**config.mk**
```make
export PLATFORM = sky130hd
export DESIGN_NAME = npc_cell
export DESIGN_NICKNAME = d
export VERILOG_FILES = /design/src/rtl/nearest_palette_color_assert.svh /design/src/rtl/npc_pkg.sv /design/src/rtl/npc_cell.sv
export SDC_FILE = /design/constraint.sdc
export NUM_CORES = 1
export LEC_CHECK = 0
export BUFFER_PORTS_ARGS = -buffer_cell sky130_fd_sc_hd__buf_2
export CORE_MARGIN = 4
export CORE_UTILIZATION = 40
export DETAILED_ROUTE_END_ITERATION = 16
export PLACE_DENSITY = 0.68
export SLEW_MARGIN = 5
export SYNTH_ARGS = -nofsm -noshare
export SYNTH_HDL_FRONTEND = slang
export SYNTH_SLANG_ARGS = --single-unit
```
**constraint.sdc**
```tcl
create_clock -name clk -period 17.23 [get_ports clk]
set_input_delay 0.8615 -clock clk [delete_from_list [all_inputs] [get_ports clk]]
set_output_delay 0.8615 -clock clk [all_outputs]
set_load 0.03 [all_outputs]
```
**src/rtl/nearest_palette_color_assert.svh**
```systemverilog
// assertion macros used by the top-level rtl file
`ifndef NEAREST_PALETTE_COLOR_ASSERT_SVH
`define NEAREST_PALETTE_COLOR_ASSERT_SVH

// antecedent implies consequent in the same cycle
`define NPC_ASSERT_SAME(label, clk_i, rstn_i, ante, cons, msg) \
  label: assert property (@(posedge clk_i) disable iff (!rstn_i) (ante) |-> (cons)) \
    else $error(msg);

// antecedent implies consequent in the next cycle
`define NPC_ASSERT_NEXT(label, clk_i, rstn_i, ante, cons, msg) \
  label: assert property (@(posedge clk_i) disable iff (!rstn_i) (ante) |=> (cons)) \
    else $error(msg);

`endif

```
**src/rtl/npc_pkg.sv**
```systemverilog
// shared types and constants for the nearest palette color search
package npc_pkg;

  localparam int PALETTE_DEPTH_DEF = 32;
  localparam int CH_W = 8;
  localparam int SLOT_W = 5;
  localparam int CNT_W = 6;
  localparam int SQ_W = 2 * CH_W;
  localparam int DIST_W = 18;
  localparam int OUT_IDX_W = 5;
  localparam logic [CNT_W-1:0] ENTRIES_USED_RST = 6'd32;
  localparam logic [DIST_W-1:0] MAX_DIST = 18'd195075;

  typedef enum logic {
    MODE_LOAD   = 1'b0,
    MODE_LOOKUP = 1'b1
  } mode_t;

  typedef struct packed {
    mode_t             mode;
    logic [SLOT_W-1:0] slot;
    logic [CH_W-1:0]   red;
    logic [CH_W-1:0]   green;
    logic [CH_W-1:0]   blue;
  } item_t;

  typedef struct packed {
    logic [DIST_W-1:0] distance;
    logic [CH_W-1:0]   red;
    logic [CH_W-1:0]   green;
    logic [CH_W-1:0]   blue;
  } best_t;

endpackage

```
**src/rtl/npc_cell.sv**
```systemverilog
// one palette cell: holds one entry, squares the channel differences, then updates the best match
module npc_cell #(
  parameter int CELL_ID = 0,
  parameter int IDX_W   = 5
) (
  input  logic                         clk,
  input  logic                         rst_n,
  input  logic                         adv,
  input  logic [npc_pkg::CNT_W-1:0]    entries_used,
  input  logic                         in_vld,
  input  npc_pkg::item_t               in_item,
  input  npc_pkg::best_t               in_best,
  input  logic [IDX_W-1:0]             in_idx,
  output logic                         out_vld,
  output npc_pkg::item_t               out_item,
  output npc_pkg::best_t               out_best,
  output logic [IDX_W-1:0]             out_idx
);

  function automatic logic [npc_pkg::SQ_W-1:0] sq_diff(
    input logic [npc_pkg::CH_W-1:0] a,
    input logic [npc_pkg::CH_W-1:0] b
  );
    logic [npc_pkg::CH_W-1:0] d;
    d = (a >= b) ? (a - b) : (b - a);
    return npc_pkg::SQ_W'(d) * npc_pkg::SQ_W'(d);
  endfunction

  logic [npc_pkg::CH_W-1:0] ent_red_r, ent_green_r, ent_blue_r;
  logic                     wr_en;

  logic                     vld1_r;
  npc_pkg::item_t           item1_r;
  npc_pkg::best_t           best1_r;
  logic [IDX_W-1:0]         idx1_r;
  logic [npc_pkg::SQ_W-1:0] sq_red_r, sq_green_r, sq_blue_r;
  logic [npc_pkg::CH_W-1:0] e1_red_r, e1_green_r, e1_blue_r;

  logic                       vld2_r;
  npc_pkg::item_t             item2_r;
  npc_pkg::best_t             best2_r, best2_nxt;
  logic [IDX_W-1:0]           idx2_r, idx2_nxt;
  logic [npc_pkg::DIST_W-1:0] sum;
  logic                       active;
  logic                       take;

  assign wr_en = adv && in_vld && (in_item.mode == npc_pkg::MODE_LOAD) &&
                 (32'(in_item.slot) == CELL_ID);

  always_ff @(posedge clk) begin
    if (wr_en) begin
      ent_red_r   <= in_item.red;
      ent_green_r <= in_item.green;
      ent_blue_r  <= in_item.blue;
    end
  end

  // stage 1: squared channel differences
  always_ff @(posedge clk) begin
    if (!rst_n) begin
      vld1_r <= 1'b0;
    end else if (adv) begin
      vld1_r <= in_vld;
    end
  end

  always_ff @(posedge clk) begin
    if (adv) begin
      item1_r    <= in_item;
      best1_r    <= in_best;
      idx1_r     <= in_idx;
      sq_red_r   <= sq_diff(in_item.red, ent_red_r);
      sq_green_r <= sq_diff(in_item.green, ent_green_r);
      sq_blue_r  <= sq_diff(in_item.blue, ent_blue_r);
      e1_red_r   <= ent_red_r;
      e1_green_r <= ent_green_r;
      e1_blue_r  <= ent_blue_r;
    end
  end

  // stage 2: sum and compare, strict less keeps the lower index on ties
  always_comb begin
    sum    = npc_pkg::DIST_W'(sq_red_r) + npc_pkg::DIST_W'(sq_green_r) +
             npc_pkg::DIST_W'(sq_blue_r);
    active = (CELL_ID == 0) || (32'(entries_used) > CELL_ID);
    take   = (item1_r.mode == npc_pkg::MODE_LOOKUP) && active &&
             ((CELL_ID == 0) || (sum < best1_r.distance));
    best2_nxt = best1_r;
    idx2_nxt  = idx1_r;
    if (take) begin
      best2_nxt.distance = sum;
      best2_nxt.red      = e1_red_r;
      best2_nxt.green    = e1_green_r;
      best2_nxt.blue     = e1_blue_r;
      idx2_nxt           = IDX_W'(CELL_ID);
    end
  end

  always_ff @(posedge clk) begin
    if (!rst_n) begin
      vld2_r <= 1'b0;
    end else if (adv) begin
      vld2_r <= vld1_r;
    end
  end

  always_ff @(posedge clk) begin
    if (adv) begin
      item2_r <= item1_r;
      best2_r <= best2_nxt;
      idx2_r  <= idx2_nxt;
    end
  end

  assign out_vld  = vld2_r;
  assign out_item = item2_r;
  assign out_best = best2_r;
  assign out_idx  = idx2_r;

endmodule
```
==> flow_summary.ini <==
[clock_network]
ctsHtreeMaxLevel = 1
cts.path.max_buffers = 3
cts_root_buffer = clkbuf_16
clock-sinks = 249
tritoncts = done
cts_inserted_buffers = 28
ctsHoldBuffers = 0
clk-insertion-delay-late_ps = 570
cts.repair.resized = 0
postCtsSetupBuffers = 0
cts.reportedPaths.clkPinSlew_ps = 60

[logic_synthesis]
synth.top_cell.area_share_pct = 46.8
netlist-cell-type-count = 62
post_synth_main_area_contributors = edfxtp_1 47%, fa_1 12%, ha_1 12%
synth-warning-count = 0
synth_seq_area_share_pct = 47.1
synth-edff-count = 247
cell_type_contributing_the_most_total_cell_area_after_synthesis = edfxtp_1
ys_seq_elements = 249
postSynth.asyncResetShare_pct = 0
mappedNetlistArea_um2 = 15800
synthesized_netlist_cell_count = 1254
syn-mean-instance-area_um2 = 12.6
ys.flop_type = edfxtp_1

[global_route]
first_pass_grt_wire_length_um = 48900
grt.met2_usage_pct = 22.3
use_met3_pct = 2.41
antenna_violations_before_repair = 0
grt_util_met1_pct = 18.6
track_usage_pct = 13.5
grt_max_degree = 124
grt.overflow.total = 0
grt_most_used_layer = met2
grt_pass1_vias = 9723

[die]
core_region_area_um2 = 38900
floorplan.io_pins = 165
die_x_um = 207
floorplan.die_area_um2 = 42900
die_height_um = 207
number_of_rows_created_at_floorplan = 72
initial_core_util_pct = 40.7

[sta]
max_slew.worst_pin.slew_ps = 1100
maxSlewViolCount = 0
fmax_mhz = 141
final.hold.worst_slack_ps = 412
postLayoutSetupSlackWorst_ps = 10150
rsz0062_at_grt = false
post-route-min-period_ps = 7080
finClkSkew_ps = 24.0
setup_viol = 0
slew_headroom_pct = 26.4
final_hold_viol_count = 0
period_utilisation_layout_pct = 41.1
setup-tns-final_ps = 0

[cells_and_area]
final_area_um2 = 18100
layout.cells.most_common_list = 247 x edfxtp_1, 200 x inv_1, 157 x buf_2
final_common_cell = edfxtp_1
fillerInstances = 3495
area_of_the_multi_input_gates_um2 = 7510
finalNetCount = 1753
register_area_um2 = 7460
antenna_cells_inserted = 0
layout-drive-gt1-share_pct = 19.5
layout-area-overhead-vs-synth_pct = 14.0

[setup_path]
cp.buffers_inverters = 5
crit_path_max_fanout = 11
crit_family = adder cells
path_class = in -> reg
crit_path_max_cell_delay_ps = 870
r2r-start = ent_blue_r[5]
setup.worst_path.start = in_item[16]
critical_path.reg2reg.endpoint = sq_blue_r[14]
cp_cell_sequence = buf_2 > inv_1 > ha_1 > inv_1 > fa_1 > nand3_1 > a31oi_1 > a211oi_4 > mux2i_1 > xnor2_1 > nor2_1 > fa_1 > fa_1 > inv_1 > fa_1 > fa_1 > inv_1 > ha_1 > o21a_1 > o31a_1 > o31ai_1 > or4b_1 > o211ai_1
crit_slowest_cell = xnor2_1
critPathRequiredTime_ps = 17640
worst-endpoint-arrival_ps = 7480
cpMostUsedCell = fa_1
crit_path_start_kind = primary input
rr_worst_depth = 20
critical_path.endpoint_type = register
rrSetupSlack_ps = 10220

[routing]
detailroute.via_count = 9546
wire_per_inst_um = 15.0
drt_first_pass_iters = 5
antenna_left = 0
wirelength_um = 29400
remaining_drc_errors = 0
drt_iter0_drc = 508
number_of_vias_per_cell = 4.88

[hold_path]
worstHoldPathCells = 0
hold_end = out_item[14]
launch_instance_of_the_worst_min_delay_path = item1_r[14]
worstHoldPathType = reg -> reg

[power]
report.power.total_uw = 3430
power_leakage_uw = 0.00810
vdd.ir_drop.worst_mv = 0.115
power_per_cell_area_nw_per_um2 = 190

[place]
dpl_cell_area_um2 = 17200
place.gp.congestion = 0.858
port_buffers = 158
hpwlAfterDp_um = 21700
preCtsSetupSlack_ps = 9650

[outcome]
run_status = finished clean

[run]
max_cap_viol_count = 0
==> Yosys cell counts, drive strengths merged, types with 2 or more instances <==
library cell,n
nand2,24
a211oi,12
edfxtp,247
nand3,7
nand4,10
o31ai,3
a31oi,15
nor2b,10
xor2,23
clkbuf,14
and2,5
a2111o,3
o22ai,2
nand2b,6
fa,97
or2,18
xnor2,51
o211ai,3
a31o,6
a2111oi,2
mux2,36
nand3b,5
nor3,7
o21ai,29
a21o,39
mux2i,23
o31a,2
a311oi,5
nor2,99
o21a,5
a21oi,57
dfxtp,2
inv,200
and3,4
nor4,2
buf,14
ha,149
o21bai,7
==> layout make-up <==
class / count / area share [%]
Sequential cell: 249 / 41.3
Inverter: 200 / 4.16
Clock buffer: 33 / 3.98
Timing Repair Buffer: 162 / 4.67
Multi-Input combinational cell: 779 / 41.6
Tap cell: 518 / 3.59
Clock inverter: 16 / 0.748
==> how the worst max path moves through the flow <==
stage	to	cells past startpoint	slack (ps)
2_1_floorplan	sq_blue_r[14]	22	10510
5_1_grt	sq_blue_r[14]	22	9750
3_5_place_dp	sq_blue_r[14]	22	9650
3_3_place_gp	sq_blue_r[14]	22	9690
6_report	sq_red_r[12]	23	10150
4_1_cts	sq_blue_r[14]	22	10240
==> per-layer routing <==
| layer | up-vias | part of all wire (%) |
|---|---|---|
| met5 | - | 0 |
| met4 | 0 | 2.1 |
| met3 | 44 | 4.6 |
| met2 | 187 | 48 |
| met1 | 4654 | 46 |
| li1 | 4661 | - |
==> metrics by stage <==
stage,cells,util [%]
2_1_floorplan,1256,-
3_3_place_gp,1908,44.2
3_5_place_dp,1908,44.2
4_1_cts,1957,46.4
5_1_grt,1957,46.4
6_report,1957,46.4
==> where the power goes <==
group,total (µW),internal (µW),switching [µW]
Sequential,895,856,38.4
Clock,551,314,238
Combinational,1990,865,1120
==> flip-flops by register name (all words and copies together), names as in the netlist, 15 cells and up <==
register	flops
sq_red_r	15
sq_blue_r	15
item1_r	29
out_item	30
best1_r	42
out_best	42
sq_green_r	15
==> logic make-up after synthesis <==
group	Yosys count	share of synthesized area (%)
compound gates	197	8.37
xor+xnor	74	4.82
fa+ha+maj	246	24.0
buf+inv	228	5.65
flops	249	47.1
mux	59	4.04
other cells	1	0.0237
simple gates	200	6.02
Power figures use the tool's default switching activity.
